`config.mk`:
```
export PLATFORM = sky130hd
export DESIGN_NAME = pwm_sweep_rpm_calibrator_core
export DESIGN_NICKNAME = d
export VERILOG_FILES = /design/src/sv/pwmc_pkg.sv /design/src/sv/pwmc_div.sv /design/src/sv/pwm_sweep_rpm_calibrator_core.sv
export SDC_FILE = /design/constraint.sdc
export NUM_CORES = 1
export LEC_CHECK = 0
export BUFFER_PORTS_ARGS = -buffer_cell sky130_fd_sc_hd__buf_2
export CORE_ASPECT_RATIO = 1.1
export CORE_MARGIN = 2
export CORE_UTILIZATION = 43
export DETAILED_ROUTE_END_ITERATION = 8
export PLACE_DENSITY = 0.62
export SETUP_SLACK_MARGIN = 0.3
export SYNTH_ARGS = -nofsm -noshare
export SYNTH_HDL_FRONTEND = slang
export SYNTH_HIERARCHICAL = 1
export SYNTH_SLANG_ARGS = --single-unit
export TNS_END_PERCENT = 20
```
`constraint.sdc`:
```
create_clock -name clock -period 5.3 [get_ports clock]
set_clock_uncertainty 0.05 [all_clocks]
set_input_delay 0.53 -clock clock [delete_from_list [all_inputs] [get_ports clock]]
set_output_delay 0.53 -clock clock [all_outputs]
set_load 0.01 [all_outputs]
```
`src/sv/pwmc_pkg.sv`:
```
`default_nettype none

package pwmc_pkg;

   // field widths
   localparam int DUTY_W     = 8;
   localparam int DUTY_EXT_W = 9;
   localparam int TIME_W     = 32;
   localparam int MS_W       = 16;
   localparam int RPM_W      = 18;
   localparam int SUM_W      = 34;
   localparam int CNT_W      = 16;
   localparam int IDX_W      = 6;
   localparam int CSR_IDX_W  = 3;
   localparam int CSR_DATA_W = 16;

   // map size default
   localparam int MAX_POINTS_DEF = 64;

   // register indexes
   localparam logic [CSR_IDX_W-1:0] CSR_PWM_FIRST     = 3'd0;
   localparam logic [CSR_IDX_W-1:0] CSR_PWM_LAST      = 3'd1;
   localparam logic [CSR_IDX_W-1:0] CSR_PWM_INCREMENT = 3'd2;
   localparam logic [CSR_IDX_W-1:0] CSR_SETTLE_MS     = 3'd3;
   localparam logic [CSR_IDX_W-1:0] CSR_SAMPLE_MS     = 3'd4;

   // register reset values
   localparam logic [DUTY_W-1:0] PWM_FIRST_RST     = 8'd30;
   localparam logic [DUTY_W-1:0] PWM_LAST_RST      = 8'd255;
   localparam logic [DUTY_W-1:0] PWM_INCREMENT_RST = 8'd5;
   localparam logic [MS_W-1:0]   SETTLE_MS_RST     = 16'd1500;
   localparam logic [MS_W-1:0]   SAMPLE_MS_RST     = 16'd500;

   // one result beat
   typedef struct packed {
      logic              drive_valid;
      logic [DUTY_W-1:0] drive_pwm;
      logic              point_valid;
      logic [IDX_W-1:0]  point_index;
      logic [DUTY_W-1:0] point_pwm;
      logic [RPM_W-1:0]  point_rpm;
      logic              done_res;
      logic              busy_res;
   } res_type;

   // divider request
   typedef struct packed {
      logic             start;
      logic [SUM_W-1:0] dividend;
      logic [CNT_W-1:0] divisor;
   } div_ctl_type;

   // divider status
   typedef struct packed {
      logic             busy;
      logic             done;
      logic [RPM_W-1:0] quot;
   } div_stat_type;

endpackage

`default_nettype wire

```
`src/sv/pwmc_div.sv`:
```
`default_nettype none

module pwmc_div
   import pwmc_pkg::*;
(
   input  wire logic         clock,
   input  wire logic         reset,
   input  wire div_ctl_type  div_ctl,
   output      div_stat_type div_stat
);

   localparam int STEP_W = $clog2(SUM_W + 1);

   logic              run_ff, run_in;
   logic              done_ff, done_in;
   logic [STEP_W-1:0] cnt_ff, cnt_in;
   logic [CNT_W-1:0]  rem_ff, rem_in;
   logic [SUM_W-1:0]  quo_ff, quo_in;
   logic [CNT_W-1:0]  den_ff, den_in;

   logic [CNT_W:0]    rem_sh;
   logic              fits;
   logic [CNT_W:0]    rem_sub;

   // one restoring step: shift in the next dividend bit, subtract if it fits
   always_comb begin
      rem_sh  = {rem_ff, quo_ff[SUM_W-1]};
      fits    = rem_sh >= {1'b0, den_ff};
      rem_sub = rem_sh - {1'b0, den_ff};
   end

   // step sequencing
   always_comb begin
      run_in  = run_ff;
      done_in = 1'b0;
      cnt_in  = cnt_ff;
      rem_in  = rem_ff;
      quo_in  = quo_ff;
      den_in  = den_ff;
      if (div_ctl.start) begin
         run_in = 1'b1;
         cnt_in = STEP_W'(SUM_W);
         rem_in = '0;
         quo_in = div_ctl.dividend;
         den_in = div_ctl.divisor;
      end else if (run_ff) begin
         rem_in = fits ? rem_sub[CNT_W-1:0] : rem_sh[CNT_W-1:0];
         quo_in = {quo_ff[SUM_W-2:0], fits};
         cnt_in = cnt_ff - 1'b1;
         if (cnt_ff == STEP_W'(1)) begin
            run_in  = 1'b0;
            done_in = 1'b1;
         end
      end
   end

   always_ff @(posedge clock) begin
      if (reset) begin
         run_ff  <= 1'b0;
         done_ff <= 1'b0;
         cnt_ff  <= '0;
      end else begin
         run_ff  <= run_in;
         done_ff <= done_in;
         cnt_ff  <= cnt_in;
      end
      rem_ff <= rem_in;
      quo_ff <= quo_in;
      den_ff <= den_in;
   end

   assign div_stat.busy = run_ff;
   assign div_stat.done = done_ff;
   assign div_stat.quot = quo_ff[RPM_W-1:0];

endmodule

`default_nettype wire

```
`src/sv/pwm_sweep_rpm_calibrator_core.sv`:
```
// PWM sweep calibrator: steps a motor duty from pwm_first to pwm_last and
// reports the average RPM measured at each step.
// Request channel (req_*): one beat per update or start command, carrying
// mode, the millisecond timestamp and one RPM sample. Accepted when
// req_valid is high and req_stall is low. Every request beat gives exactly
// one response beat on rsp_*, in order.
// Sequencing: one request is worked on at a time. A beat passes the idle,
// timing, evaluation and output states; one ending a step also passes the
// advance state, and one that produces a point first waits in the divide
// state for the 34-step radix-2 divider that forms the average.
// The response sits in an output register; the next request is taken while
// it waits. If rsp_stall holds it, the block finishes the following request
// and then holds req_stall high until the response register frees up.
// Configuration (csr_*): register writes, always ready, to be issued only
// while no request is in flight.
// Reset: synchronous, active high. Registers return to their defaults, the
// run is idle and no response is pending.
`default_nettype none

module pwm_sweep_rpm_calibrator_core
   import pwmc_pkg::*;
#(
   parameter int MAX_POINTS = MAX_POINTS_DEF
)
(
   input  wire logic                  clock,
   input  wire logic                  reset,

   input  wire logic                  req_valid,
   output      logic                  req_stall,
   input  wire logic                  req_mode,
   input  wire logic [TIME_W-1:0]     req_now_ms,
   input  wire logic [RPM_W-1:0]      req_rpm_sample,

   output      logic                  rsp_valid,
   input  wire logic                  rsp_stall,
   output      logic                  rsp_drive_valid,
   output      logic [DUTY_W-1:0]     rsp_drive_pwm,
   output      logic                  rsp_point_valid,
   output      logic [IDX_W-1:0]      rsp_point_index,
   output      logic [DUTY_W-1:0]     rsp_point_pwm,
   output      logic [RPM_W-1:0]      rsp_point_rpm,
   output      logic                  rsp_done_res,
   output      logic                  rsp_busy_res,

   input  wire logic                  csr_valid,
   output      logic                  csr_ready,
   input  wire logic [CSR_IDX_W-1:0]  csr_index,
   input  wire logic [CSR_DATA_W-1:0] csr_data
);

   localparam int PW = $clog2(MAX_POINTS + 1);

   // sequencer codes
   localparam logic [2:0] S_IDLE = 3'd0;
   localparam logic [2:0] S_TIME = 3'd1;
   localparam logic [2:0] S_EVAL = 3'd2;
   localparam logic [2:0] S_DIV  = 3'd3;
   localparam logic [2:0] S_ADV  = 3'd4;
   localparam logic [2:0] S_OUT  = 3'd5;

   logic [2:0]            state_ff, state_in;

   // configuration registers
   logic [DUTY_W-1:0]     first_ff, first_in;
   logic [DUTY_W-1:0]     last_ff, last_in;
   logic [DUTY_W-1:0]     incr_ff, incr_in;
   logic [MS_W-1:0]       settle_ff, settle_in;
   logic [MS_W-1:0]       sample_len_ff, sample_len_in;

   // latched request beat
   logic                  mode_ff, mode_in;
   logic [TIME_W-1:0]     now_ff, now_in;
   logic [RPM_W-1:0]      rpm_ff, rpm_in;

   // window timing
   logic [TIME_W-1:0]     elapsed_ff, elapsed_in;
   logic [MS_W:0]         win_end_ff, win_end_in;

   // run state
   logic                  active_ff, active_in;
   logic [DUTY_EXT_W-1:0] duty_ff, duty_in;
   logic [TIME_W-1:0]     window_start_ff, window_start_in;
   logic [SUM_W-1:0]      total_ff, total_in;
   logic [CNT_W-1:0]      samples_ff, samples_in;
   logic [PW-1:0]         points_ff, points_in;

   // result under construction and output register
   res_type               res_ff, res_in;
   res_type               rsp_ff, rsp_in;
   logic                  rsp_valid_ff, rsp_valid_in;

   div_ctl_type           div_ctl;
   div_stat_type          div_stat;

   pwmc_div u_div (
      .clock    (clock),
      .reset    (reset),
      .div_ctl  (div_ctl),
      .div_stat (div_stat)
   );

   // configuration writes
   always_comb begin
      first_in      = first_ff;
      last_in       = last_ff;
      incr_in       = incr_ff;
      settle_in     = settle_ff;
      sample_len_in = sample_len_ff;
      if (csr_valid && csr_ready) begin
         case (csr_index)
            CSR_PWM_FIRST:     first_in      = csr_data[DUTY_W-1:0];
            CSR_PWM_LAST:      last_in       = csr_data[DUTY_W-1:0];
            CSR_PWM_INCREMENT: incr_in       = csr_data[DUTY_W-1:0];
            CSR_SETTLE_MS:     settle_in     = csr_data;
            CSR_SAMPLE_MS:     sample_len_in = csr_data;
            default: ;
         endcase
      end
   end

   // sequencer
   always_comb begin
      state_in        = state_ff;
      mode_in         = mode_ff;
      now_in          = now_ff;
      rpm_in          = rpm_ff;
      elapsed_in      = elapsed_ff;
      win_end_in      = win_end_ff;
      active_in       = active_ff;
      duty_in         = duty_ff;
      window_start_in = window_start_ff;
      total_in        = total_ff;
      samples_in      = samples_ff;
      points_in       = points_ff;
      res_in          = res_ff;
      rsp_in          = rsp_ff;
      rsp_valid_in    = rsp_valid_ff && rsp_stall;
      div_ctl.start    = 1'b0;
      div_ctl.dividend = total_ff;
      div_ctl.divisor  = samples_ff;

      case (state_ff)
         S_IDLE: begin
            if (req_valid) begin
               mode_in  = req_mode;
               now_in   = req_now_ms;
               rpm_in   = req_rpm_sample;
               state_in = S_TIME;
            end
         end

         // wrapping elapsed time and end of the sampling window
         S_TIME: begin
            elapsed_in = now_ff - window_start_ff;
            win_end_in = {1'b0, settle_ff} + {1'b0, sample_len_ff};
            state_in   = S_EVAL;
         end

         S_EVAL: begin
            res_in   = '0;
            state_in = S_OUT;
            if (mode_ff) begin
               // start a new run
               active_in       = 1'b1;
               duty_in         = {1'b0, first_ff};
               points_in       = '0;
               window_start_in = now_ff;
               total_in        = '0;
               samples_in      = '0;
               res_in.busy_res = 1'b1;
            end else if (active_ff) begin
               res_in.drive_valid = 1'b1;
               res_in.drive_pwm   = duty_ff[DUTY_W-1:0];
               res_in.busy_res    = 1'b1;
               if (elapsed_ff < TIME_W'(settle_ff)) begin
                  // still settling
               end else if (elapsed_ff < TIME_W'(win_end_ff)) begin
                  // sampling, count saturates
                  if (samples_ff != '1) begin
                     total_in   = total_ff + SUM_W'(rpm_ff);
                     samples_in = samples_ff + 1'b1;
                  end
               end else begin
                  // step finished
                  duty_in = duty_ff + {1'b0, incr_ff};
                  if (points_ff < PW'(MAX_POINTS)) begin
                     res_in.point_valid = 1'b1;
                     res_in.point_index = IDX_W'(points_ff);
                     res_in.point_pwm   = duty_ff[DUTY_W-1:0];
                     points_in          = points_ff + 1'b1;
                     div_ctl.start      = 1'b1;
                     state_in           = S_DIV;
                  end else begin
                     state_in = S_ADV;
                  end
               end
            end
         end

         // wait for the average, zero when nothing was sampled
         S_DIV: begin
            if (div_stat.done) begin
               res_in.point_rpm = (samples_ff == '0) ? '0 : div_stat.quot;
               state_in         = S_ADV;
            end
         end

         // end of run or next window
         S_ADV: begin
            if (duty_ff > {1'b0, last_ff}) begin
               active_in        = 1'b0;
               res_in.drive_pwm = '0;
               res_in.done_res  = 1'b1;
               res_in.busy_res  = 1'b0;
            end else begin
               window_start_in = now_ff;
               total_in        = '0;
               samples_in      = '0;
            end
            state_in = S_OUT;
         end

         // hand the beat to the output register
         S_OUT: begin
            if (!rsp_valid_ff || !rsp_stall) begin
               rsp_in       = res_ff;
               rsp_valid_in = 1'b1;
               state_in     = S_IDLE;
            end
         end

         default: state_in = S_IDLE;
      endcase
   end

   always_ff @(posedge clock) begin
      if (reset) begin
         state_ff        <= S_IDLE;
         first_ff        <= PWM_FIRST_RST;
         last_ff         <= PWM_LAST_RST;
         incr_ff         <= PWM_INCREMENT_RST;
         settle_ff       <= SETTLE_MS_RST;
         sample_len_ff   <= SAMPLE_MS_RST;
         active_ff       <= 1'b0;
         duty_ff         <= {1'b0, PWM_FIRST_RST};
         window_start_ff <= '0;
         total_ff        <= '0;
         samples_ff      <= '0;
         points_ff       <= '0;
         rsp_valid_ff    <= 1'b0;
      end else begin
         state_ff        <= state_in;
         first_ff        <= first_in;
         last_ff         <= last_in;
         incr_ff         <= incr_in;
         settle_ff       <= settle_in;
         sample_len_ff   <= sample_len_in;
         active_ff       <= active_in;
         duty_ff         <= duty_in;
         window_start_ff <= window_start_in;
         total_ff        <= total_in;
         samples_ff      <= samples_in;
         points_ff       <= points_in;
         rsp_valid_ff    <= rsp_valid_in;
      end
      mode_ff    <= mode_in;
      now_ff     <= now_in;
      rpm_ff     <= rpm_in;
      elapsed_ff <= elapsed_in;
      win_end_ff <= win_end_in;
      res_ff     <= res_in;
      rsp_ff     <= rsp_in;
   end

   // ports
   assign req_stall       = (state_ff != S_IDLE);
   assign csr_ready       = 1'b1;
   assign rsp_valid       = rsp_valid_ff;
   assign rsp_drive_valid = rsp_ff.drive_valid;
   assign rsp_drive_pwm   = rsp_ff.drive_pwm;
   assign rsp_point_valid = rsp_ff.point_valid;
   assign rsp_point_index = rsp_ff.point_index;
   assign rsp_point_pwm   = rsp_ff.point_pwm;
   assign rsp_point_rpm   = rsp_ff.point_rpm;
   assign rsp_done_res    = rsp_ff.done_res;
   assign rsp_busy_res    = rsp_ff.busy_res;

   // checks
   a_accept_holds_off: assert property (@(posedge clock) disable iff (reset)
      (req_valid && !req_stall) |=> req_stall)
      else $error("request taken but sequencer did not leave idle");

   a_div_only_in_div: assert property (@(posedge clock) disable iff (reset)
      div_stat.busy |-> (state_ff == S_DIV))
      else $error("divider running outside its wait state");

   a_points_bounded: assert property (@(posedge clock) disable iff (reset)
      points_ff <= PW'(MAX_POINTS))
      else $error("point count passed the map size");

   a_point_with_drive: assert property (@(posedge clock) disable iff (reset)
      (rsp_valid && rsp_point_valid) |-> rsp_drive_valid)
      else $error("point reported without an applied drive");

endmodule

`default_nettype wire

```
* Word level (Yosys, flattened, before mapping)
Cells that the tools add are included.
** Operators by class
- Reduce and logical (&&, ||, !) cells :: 32
- Add/sub/neg operators :: 8
- Eq/ne operators :: 23
- Bitwise logic cells :: 3
- Magnitude comparators :: 5
- Mux-type cells :: 69
** Operators by type and width (count)
- 34-bit 2-to-1 mux :: 8
- 16-bit 2-to-1 mux :: 7
- 34-bit case mux with 2 select lines :: 1
- 32-bit 2-to-1 mux :: 2
- 32-bit case mux with 2 select lines :: 1
- 15-bit 2-to-1 mux :: 3
- 18-bit 2-to-1 mux :: 2
- 9-bit 2-to-1 mux :: 4
- 18-bit case mux with 2 select lines :: 1
- 7-bit 2-to-1 mux :: 5
- 34-bit by 18-bit adder with 34-bit output :: 1
- 32-bit by 16-bit less-than comparator with 1-bit output :: 1
- 32-bit by 17-bit less-than comparator with 1-bit output :: 1
- 16-bit case mux with 2 select lines :: 1
- 32-bit subtractor :: 1
- 24-bit 2-to-1 mux :: 1
- 3-bit 2-to-1 mux :: 8
- 23-bit 2-to-1 mux :: 1
- 3-bit case mux with 6 select lines :: 1
- 2-bit AND reduction :: 9
- 16-bit by 16-bit adder with 17-bit output :: 1
- 17-bit by 16-bit >= comparator with 1-bit output :: 1
- 16-bit by 1-bit adder with 16-bit output (second input constant) :: 1
- 16-bit zero test :: 1
- other kinds (36) :: 77
** Storage, ports and cells
- Output and inout port bits :: 47
- Logic and storage cells :: 181
- Register bits after elaboration :: 421

* Depth between registers and ports, before layout
Gate-level depths: netlist (run 1).
- Depth after elaboration :: 8
- Depth in mapped cells :: 15
- Gate-level depth less buffers :: 13

* Modules after synthesis
The synthesis (run 1) kept the hierarchy.
** Modules (own cells, without submodules)
- pwm_sweep_rpm_calibrator_core :: cells each 1627, times used 1, sequential area each 8828.5 µm², area each 16590.9 µm²
- pwmc_div :: cells each 352, times used 1, sequential area each 1981.9 µm², area each 3965.1 µm²

* Worst setup path before layout (run 1)
OpenSTA, ideal clock, no wires.
- Path kind :: register -> register
- From :: reg state_ff[0]
- To :: reg elapsed_ff[0], enable pin
- Setup slack :: 646 ps
- Data arrival time :: 4088 ps
- Setup time :: 516 ps
- Cell stages (with the launch flop) :: 4
- Buffers on the path :: 1
- Period minus slack after synthesis :: 4654 ps
- Data required time :: 4734 ps
- Cell sequence :: dfxtp_1 -> clkbuf_1 -> inv_1 -> nor3_1
** Between the ends
- Longest elaborated chain between the ends :: 1
** Ends and longest elaborated chain
- from (decl) :: line pwm_sweep_rpm_calibrator_core.sv:62 : logic [2:0] state_ff, state_in;
- from (signal assigned) :: line pwm_sweep_rpm_calibrator_core.sv:253 : state_ff <= state_in;
- 3-bit by 1-bit equality test with 1-bit output :: line pwm_sweep_rpm_calibrator_core.sv:143 : case (state_ff)
- to (signal assigned) :: line pwm_sweep_rpm_calibrator_core.sv:270 : elapsed_ff <= elapsed_in;
- to (decl) :: line pwm_sweep_rpm_calibrator_core.sv:77 : logic [TIME_W-1:0] elapsed_ff, elapsed_in;
No other way between the ends.
A chain may end at the register's enable or synchronous reset.

* Worst setup path in the final report (run 1)
- From :: reg settle_ff[1]
- To :: reg samples_ff[4]
** Between the ends
- Longest elaborated chain between the ends :: 3
** Ends and longest elaborated chain
- from (decl) :: line pwm_sweep_rpm_calibrator_core.sv:68 : logic [MS_W-1:0] settle_ff, settle_in;
- from (signal assigned) :: line pwm_sweep_rpm_calibrator_core.sv:257 : settle_ff <= settle_in;
- 32-bit by 16-bit less-than comparator with 1-bit output :: line pwm_sweep_rpm_calibrator_core.sv:176 : if (elapsed_ff < TIME_W'(settle_ff)) begin
- 3-bit inequality test (no line)
- 6-bit AND reduction (no line)
- to (signal assigned) :: line pwm_sweep_rpm_calibrator_core.sv:263 : samples_ff <= samples_in;
- to (decl) :: line pwm_sweep_rpm_calibrator_core.sv:85 : logic [CNT_W-1:0] samples_ff, samples_in;
No other way between the ends.

==> metrics.md, run 1 <==
| Metric | Value |
|---|---|
| Initial antenna violation count | `0` |
| Hold Vio Cnt, Final | `0` |
| Max Fclk | `250 MHz` |
| Final WS setup | `1.29 ns` |
| Vias after detailed routing | `14238` |
| First-pass GRT wire length | `70.9 mm` |
| Syn-to-layout area delta | `12.5%` |
| Pleak | `9.23 nW` |
| Crit path DAT | `4.42 ns` |
| CTS Buf Count | `44` |
| Outcome | `completed` |
| Clock transition at path regs | `0.06 ns` |
| Met1 wire length | `19.4 mm` |
| Met2 WL | `21.0 mm` |
| Starting DRT DRC Count | `770` |
| Avg Cell Area, Syn | `10.4 um^2` |
| CTS resizes | `0` |
| Post-synthesis cell count | `1978` |
| Crit-path max FO | `27` |
| Diode count | `0` |
| Final RePlAce weighted congestion | `0.807` |
| CTS sink cnt | `421` |
| Post-Syn Nets | `2191` |
| I/O Pins | `122` |
| Die Width | `212 um` |
| RSZ-0062 raised after global routing | `false` |
| Post-Syn Area | `20500 um^2` |
| Number of global-route vias before repair | `13983` |
| Total setup buffers inserted after CTS | `0` |
| Drt first pass iters | `5` |
| CP Buf/Inv Count | `2` |
| Met3 WL | `1.85 mm` |
| Die span in y | `233 um` |
| Share of cells above drive strength 1 | `0.130` |
| Dpl ws | `1.33 ns` |
| Remaining Overflow, GRT | `0` |
| MaxCap Viol Count | `0` |
| Post-route ant nets | `0` |
| Nets | `2285` |
| Period utilisation layout | `0.756` |
| Cell count of the worst reg-to-reg path | `12` |
| Max layer used | `met4` |
| Largest net degree at the start of global routing | `102` |
| Worst min path class | `input pin to flop` |
| Hold_ws | `0.0811 ns` |
| Via-to-Cell Ratio | `5.17` |
| # hold bufs at CTS | `0` |
| Critical path, cell by cell | `inv_1, ha_1, a21o_1, a211oi_1, o31a_1, o21ai_0, a21oi_1, nor4b_4, buf_4, or2_1, a21oi_1, a21o_1` |
| Wire per inst | `15.8 um` |
| CTS Root Cell | `clkbuf_16` |
| DRT Wirelength | `43.6 mm` |
| Die footprint | `49600 um^2` |
| Startpoint Class | `flop` |
| Critical path depth | `12` |
| Power density cells | `355 nW/um^2` |
| DRC viols | `0` |
| Clock Latency Late Sink | `0.57 ns` |
| Core Area | `47500 um^2` |
| Worst slew margin | `0.227` |
| Top delay family on crit path | `simple AND/OR/NAND/NOR gates` |
| Crit path required time | `5.71 ns` |
| Starting density of the core | `0.433` |
| CP peak stage delay | `0.82 ns` |
| CTS H-Tree Depth | `2` |
| Hold depth | `1` |
| Tot GR Track Use | `0.178` |
| Final Max Slew Viols | `0` |
| CTS Buffer Depth | `3` |
| Post-route setup TNS | `0 ns` |
| VDD IR-drop max | `0.292 mV` |
| Row count | `84` |
| CP Capture Type | `flop` |
| I/O Buffers | `120` |
| Worst-margin pin slew | `1.16 ns` |
| Crit path kind | `flop to flop` |
| Setup violations, final | `0` |
| Crit-path slowest cell | `or2_1` |
| Detail Placement HPWL | `30.7 mm` |
| Ys Warns | `6` |
| CTS tree | `built` |
| Final Critical Period | `4.01 ns` |
path summary, 6_finish.rpt:
check / from / end / slack (ns)
hold / removal: req_now_ms[11] / now_ff[11] / 0.08
setup / recovery: settle_ff[1] / samples_ff[4] / 1.29
hold reg to reg: res_ff[13] / rsp_point_rpm[11] / 0.36
setup reg to reg: settle_ff[1] / samples_ff[4] / 1.29
worst register-to-register path: cells and delay by family, from the launching register on:
| kind | cells | cell delay (ns) |
|---|---|---|
| compound gates | 7 | 1.34 |
| fa+ha+maj | 1 | 0.28 |
| buf+inv | 2 | 0.37 |
| flops | 1 | 0.36 |
| simple gates | 2 | 1.50 |
state kept, by name, summed over array words and instances (netlist names), 9 cells and up:
register	flops
now_ff	32
rpm_ff	18
sample_len_ff	16
win_end_ff	17
total_ff	34
samples_ff	16
res_ff	44
duty_ff	9
rsp_point_rpm	18
elapsed_ff	32
u_div/rem_ff	16
u_div/den_ff	16
u_div/quo_ff	34
window_start_ff	32
settle_ff	16
per-stage QoR:
stage               power [mW]  instance area (um^2)  instances   util
floorplan                 4.91                 20500       1978      -
global placement          5.20                 21700       2671  0.457
detailed placement        5.23                 21700       2671  0.457
CTS                       8.31                 23100       2753  0.487
global route              8.61                 23100       2753  0.487
finish                    8.20                 23100       2753  0.487
layout by cell type, fill, tap and decap left out, types with 6 or more instances in the layout:
cell and n:
nand2_1 198, mux2i_1 16, or3_1 12, a211oi_1 18, inv_1 125, a21o_1 49
clkinv_1 6, edfxtp_1 238, xor2_1 31, o2111ai_1 10, ha_1 133, o31a_1 6
a31oi_1 17, or4_1 8, and2_1 35, buf_2 119, clkbuf_1 11, xnor2_1 48
o21bai_1 8, nand4_1 16, clkinv_2 9, dfxtp_1 183, nand2b_1 22, nor2_1 175
mux2_2 34, o211ai_1 25, a21oi_1 167, clkbuf_16 45, nor2b_1 18, o21ai_0 58
o31ai_1 12, o21a_1 11, nand3_1 61, buf_4 16, nor3_1 28, and3_1 24
nor4_1 10
cell type report:
cell class	instances	area [um^2]
inverters	126	473
clock inverters	25	235
well taps	645	807
flip-flops and latches	421	10800
clock buffers	57	1180
repair buffers	136	736
multi-input cells	1343	8880
fillers	4429	24400
where the power goes:
group / internal [mW] / switching (mW) / total, mW / leakage (nW)
sequential: 3.70 / 0.124 / 3.83 / 3.67
combinational: 0.547 / 0.780 / 1.33 / 4.87
clock: 1.77 / 1.27 / 3.05 / 0.694
metal layers:
metal  track usage  up-vias
met5             0        -
li1              -     7247
met3        0.0297       84
met1         0.226     6632
met2         0.307      275
met4        0.0627        0
Power figures use the tool's default switching activity.
==> run 2: changes to the inputs <==
--- a/config.mk
+++ b/config.mk
@@ -10,7 +10,7 @@
 export CORE_MARGIN = 2
 export CORE_UTILIZATION = 43
 export DETAILED_ROUTE_END_ITERATION = 8
-export PLACE_DENSITY = 0.62
+export PLACE_DENSITY = 0.64
 export SETUP_SLACK_MARGIN = 0.3
 export SYNTH_ARGS = -nofsm -noshare
 export SYNTH_HDL_FRONTEND = slang
==> constraint.sdc (replaced) <==
create_clock -name clock -period 3.3 [get_ports clock]
set_clock_uncertainty 0.05 [all_clocks]
set_input_delay 0.33 -clock clock [delete_from_list [all_inputs] [get_ports clock]]
set_output_delay 0.33 -clock clock [all_outputs]
set_load 0.01 [all_outputs]
==> metrics.md, run 2 (same netlist as run 1, synthesis figures left out) <==
| Metric | Value |
|---|---|
| Outcome | `completed` |
| Pleak | `10.1 nW (+9.3%)` |
| Detail Placement HPWL | `31.0 mm (+0.94%)` |
| Post-route ant nets | `0 (unchanged)` |
| DRT Wirelength | `47.1 mm (+8.0%)` |
| VDD IR-drop max | `0.497 mV (+70%)` |
| Final Max Slew Viols | `0 (unchanged)` |
| Largest register FFs | `44 (unchanged)` |
| Hold_ws | `0.0325 ns (-0.0487 ns)` |
| Crit-path max FO | `2 (-93%)` |
| Hold Path Origin | `csr_data[6]` |
| Final RePlAce weighted congestion | `0.864 (+7.2%)` |
| Commonest non-fill, non-tap cell in the layout | `edfxtp_1` |
| Share of cells above drive strength 1 | `0.175 (+0.0459)` |
| Number of global-route vias before repair | `14668 (+4.9%)` |
| Drt first pass iters | `5 (unchanged)` |
| Biggest regs | `res_ff (44), total_ff (34), u_div/quo_ff (34)` |
| Layout Cells excl Fill | `2880 (+4.6%)` |
| Setup violations, final | `0 (unchanged)` |
| Period utilisation layout | `0.961 (+0.205)` |
| Diode count | `0 (unchanged)` |
| I/O Buffers | `120 (unchanged)` |
| Worst-margin pin slew | `1.21 ns (+0.0508 ns)` |
| Max Fclk | `315 MHz (+26%)` |
| DRC viols | `0 (unchanged)` |
| Nets | `2412 (+5.6%)` |
| Reg with most FFs | `res_ff` |
| I/O Pins | `122 (unchanged)` |
| Starting density of the core | `0.433 (unchanged)` |
| Crit path kind | `flop to flop` |
| Die footprint | `49600 um^2 (unchanged)` |
| Hold Vio Cnt, Final | `0 (unchanged)` |
| CTS Root Cell | `clkbuf_16` |
| MaxCap Viol Count | `0 (unchanged)` |
| RSZ-0062 raised after global routing | `true` |
| Crit path DAT | `3.43 ns (-0.99 ns)` |
| Initial antenna violation count | `0 (unchanged)` |
| Hold depth | `3 (+2)` |
| CTS Buf Count | `44 (unchanged)` |
| Worst slew margin | `0.193 (-0.0338)` |
| Core Area | `47500 um^2 (unchanged)` |
| Vias after detailed routing | `15055 (+5.7%)` |
| Post-route setup TNS | `0 ns (unchanged)` |
| Die span in y | `233 um (unchanged)` |
| Syn-to-layout area delta | `21.8%` |
| First-pass GRT wire length | `73.2 mm (+3.3%)` |
| Final Critical Period | `3.17 ns (-0.837 ns)` |
| Crit path required time | `3.56 ns (-2.15 ns)` |
| Tot GR Track Use | `0.182 (+0.00431)` |
| Via-to-Cell Ratio | `5.23 (+1.1%)` |
| Clock transition at path regs | `0.06 ns (about the same)` |
| Critical path origin | `now_ff[1]` |
| Largest net degree at the start of global routing | `68 (-33%)` |
| CTS tree | `built` |
| Remaining Overflow, GRT | `0 (unchanged)` |
| Wire per inst | `16.3 um (+3.3%)` |
| R2R Path Start | `now_ff[1]` |
| Cell count of the worst reg-to-reg path | `11 (-1)` |
| Clock Latency Late Sink | `0.58 ns (about the same)` |
| Commonest non-fill, non-tap cells in the layout | `edfxtp_1 (238), nand2_1 (197), dfxtp_1 (177)` |
| Placed cell count | `2691 (+0.75%)` |
| Worst min path class | `input pin to flop` |
| CTS H-Tree Depth | `2 (unchanged)` |
| Starting DRT DRC Count | `713 (-7.4%)` |
| CTS Buffer Depth | `3 (unchanged)` |
| Row count | `84 (unchanged)` |
| Startpoint Class | `flop` |
| CTS sink cnt | `421 (unchanged)` |
| CP Capture Type | `flop` |
| Post-layout util | `0.527 (+0.0400)` |
| Power density cells | `549 nW/um^2 (+55%)` |
| Die Width | `212 um (unchanged)` |
## run 2: cell types whose count changed in the layout (fill, tap and decap cells not counted), sizes merged
| cell | delta |
|---|---|
| clkinvlp | -1 |
| clkbuf | +10 |
| and2 | +1 |
| dlygate4sd3 | +64 |
| inv | -3 |
| bufinv | +2 |
| buf | +54 |
## run 2: cell type report
cell class	count	area, um^2
clock buffer	59	1260
sequential	421	10800
tap	645	807
multi-input combinational	1344	9260
timing repair buffer	262	2110
inverter	126	478
fill	4226	22500
clock inverter	23	294
## run 2: timing repair
item	in CTS	in global routing
endpoints found under the hold margin	82	0
gates resized for setup	20	80
cloned	0	12
hold buffers	64	0
buffers inserted	15	16
setup endpoints to repair	109	213
pin swaps	20	25
## run 2: path summary, 6_finish.rpt
check                                        end  slack (ns)
worst max-delay path              elapsed_ff[31]        0.13
worst min-delay path            sample_len_ff[6]        0.03
worst max register to register    elapsed_ff[31]        0.13
worst min register to register  rsp_point_pwm[3]        0.37
## run 2: power by group
group          total [mW]  internal (mW)  switching, mW
registers            6.16           5.95          0.213
logic                2.31           1.01           1.30
clock network        5.27           3.18           2.10
total                13.7           10.1           3.61
## run 2: metal layers
layer,vias up,global-route usage,share of wire
met5,-,0,0
met4,0,0.0677,0.028
met3,89,0.0241,0.037
met2,328,0.327,0.50
met1,7139,0.223,0.43
li1,7499,-,-
## run 2: stage by stage
stage / cell area, um^2 / power, mW / setup slack, ns
3_3_place_gp: 21900 / 8.31 / 0.0811
2_1_floorplan: 20600 / 7.84 / -0.0230
5_1_grt: 25000 / 14.4 / 0.00711
3_5_place_dp: 21900 / 8.39 / 0.0285
6_report: 25000 / 13.7 / 0.129
4_1_cts: 24300 / 13.8 / 0.141
## run 2: worst max-delay path, stage by stage, from the launching register on
cell,delay [ns]
edfxtp_1,0.40
ha_1,0.31
nor2b_4,0.13
o31a_1,0.25
o31a_1,0.27
a2111o_1,0.43
a311oi_2,0.28
a211o_1,0.22
a22oi_2,0.07
a221o_1,0.34
o211ai_2,0.09
xnor2_1,0.07
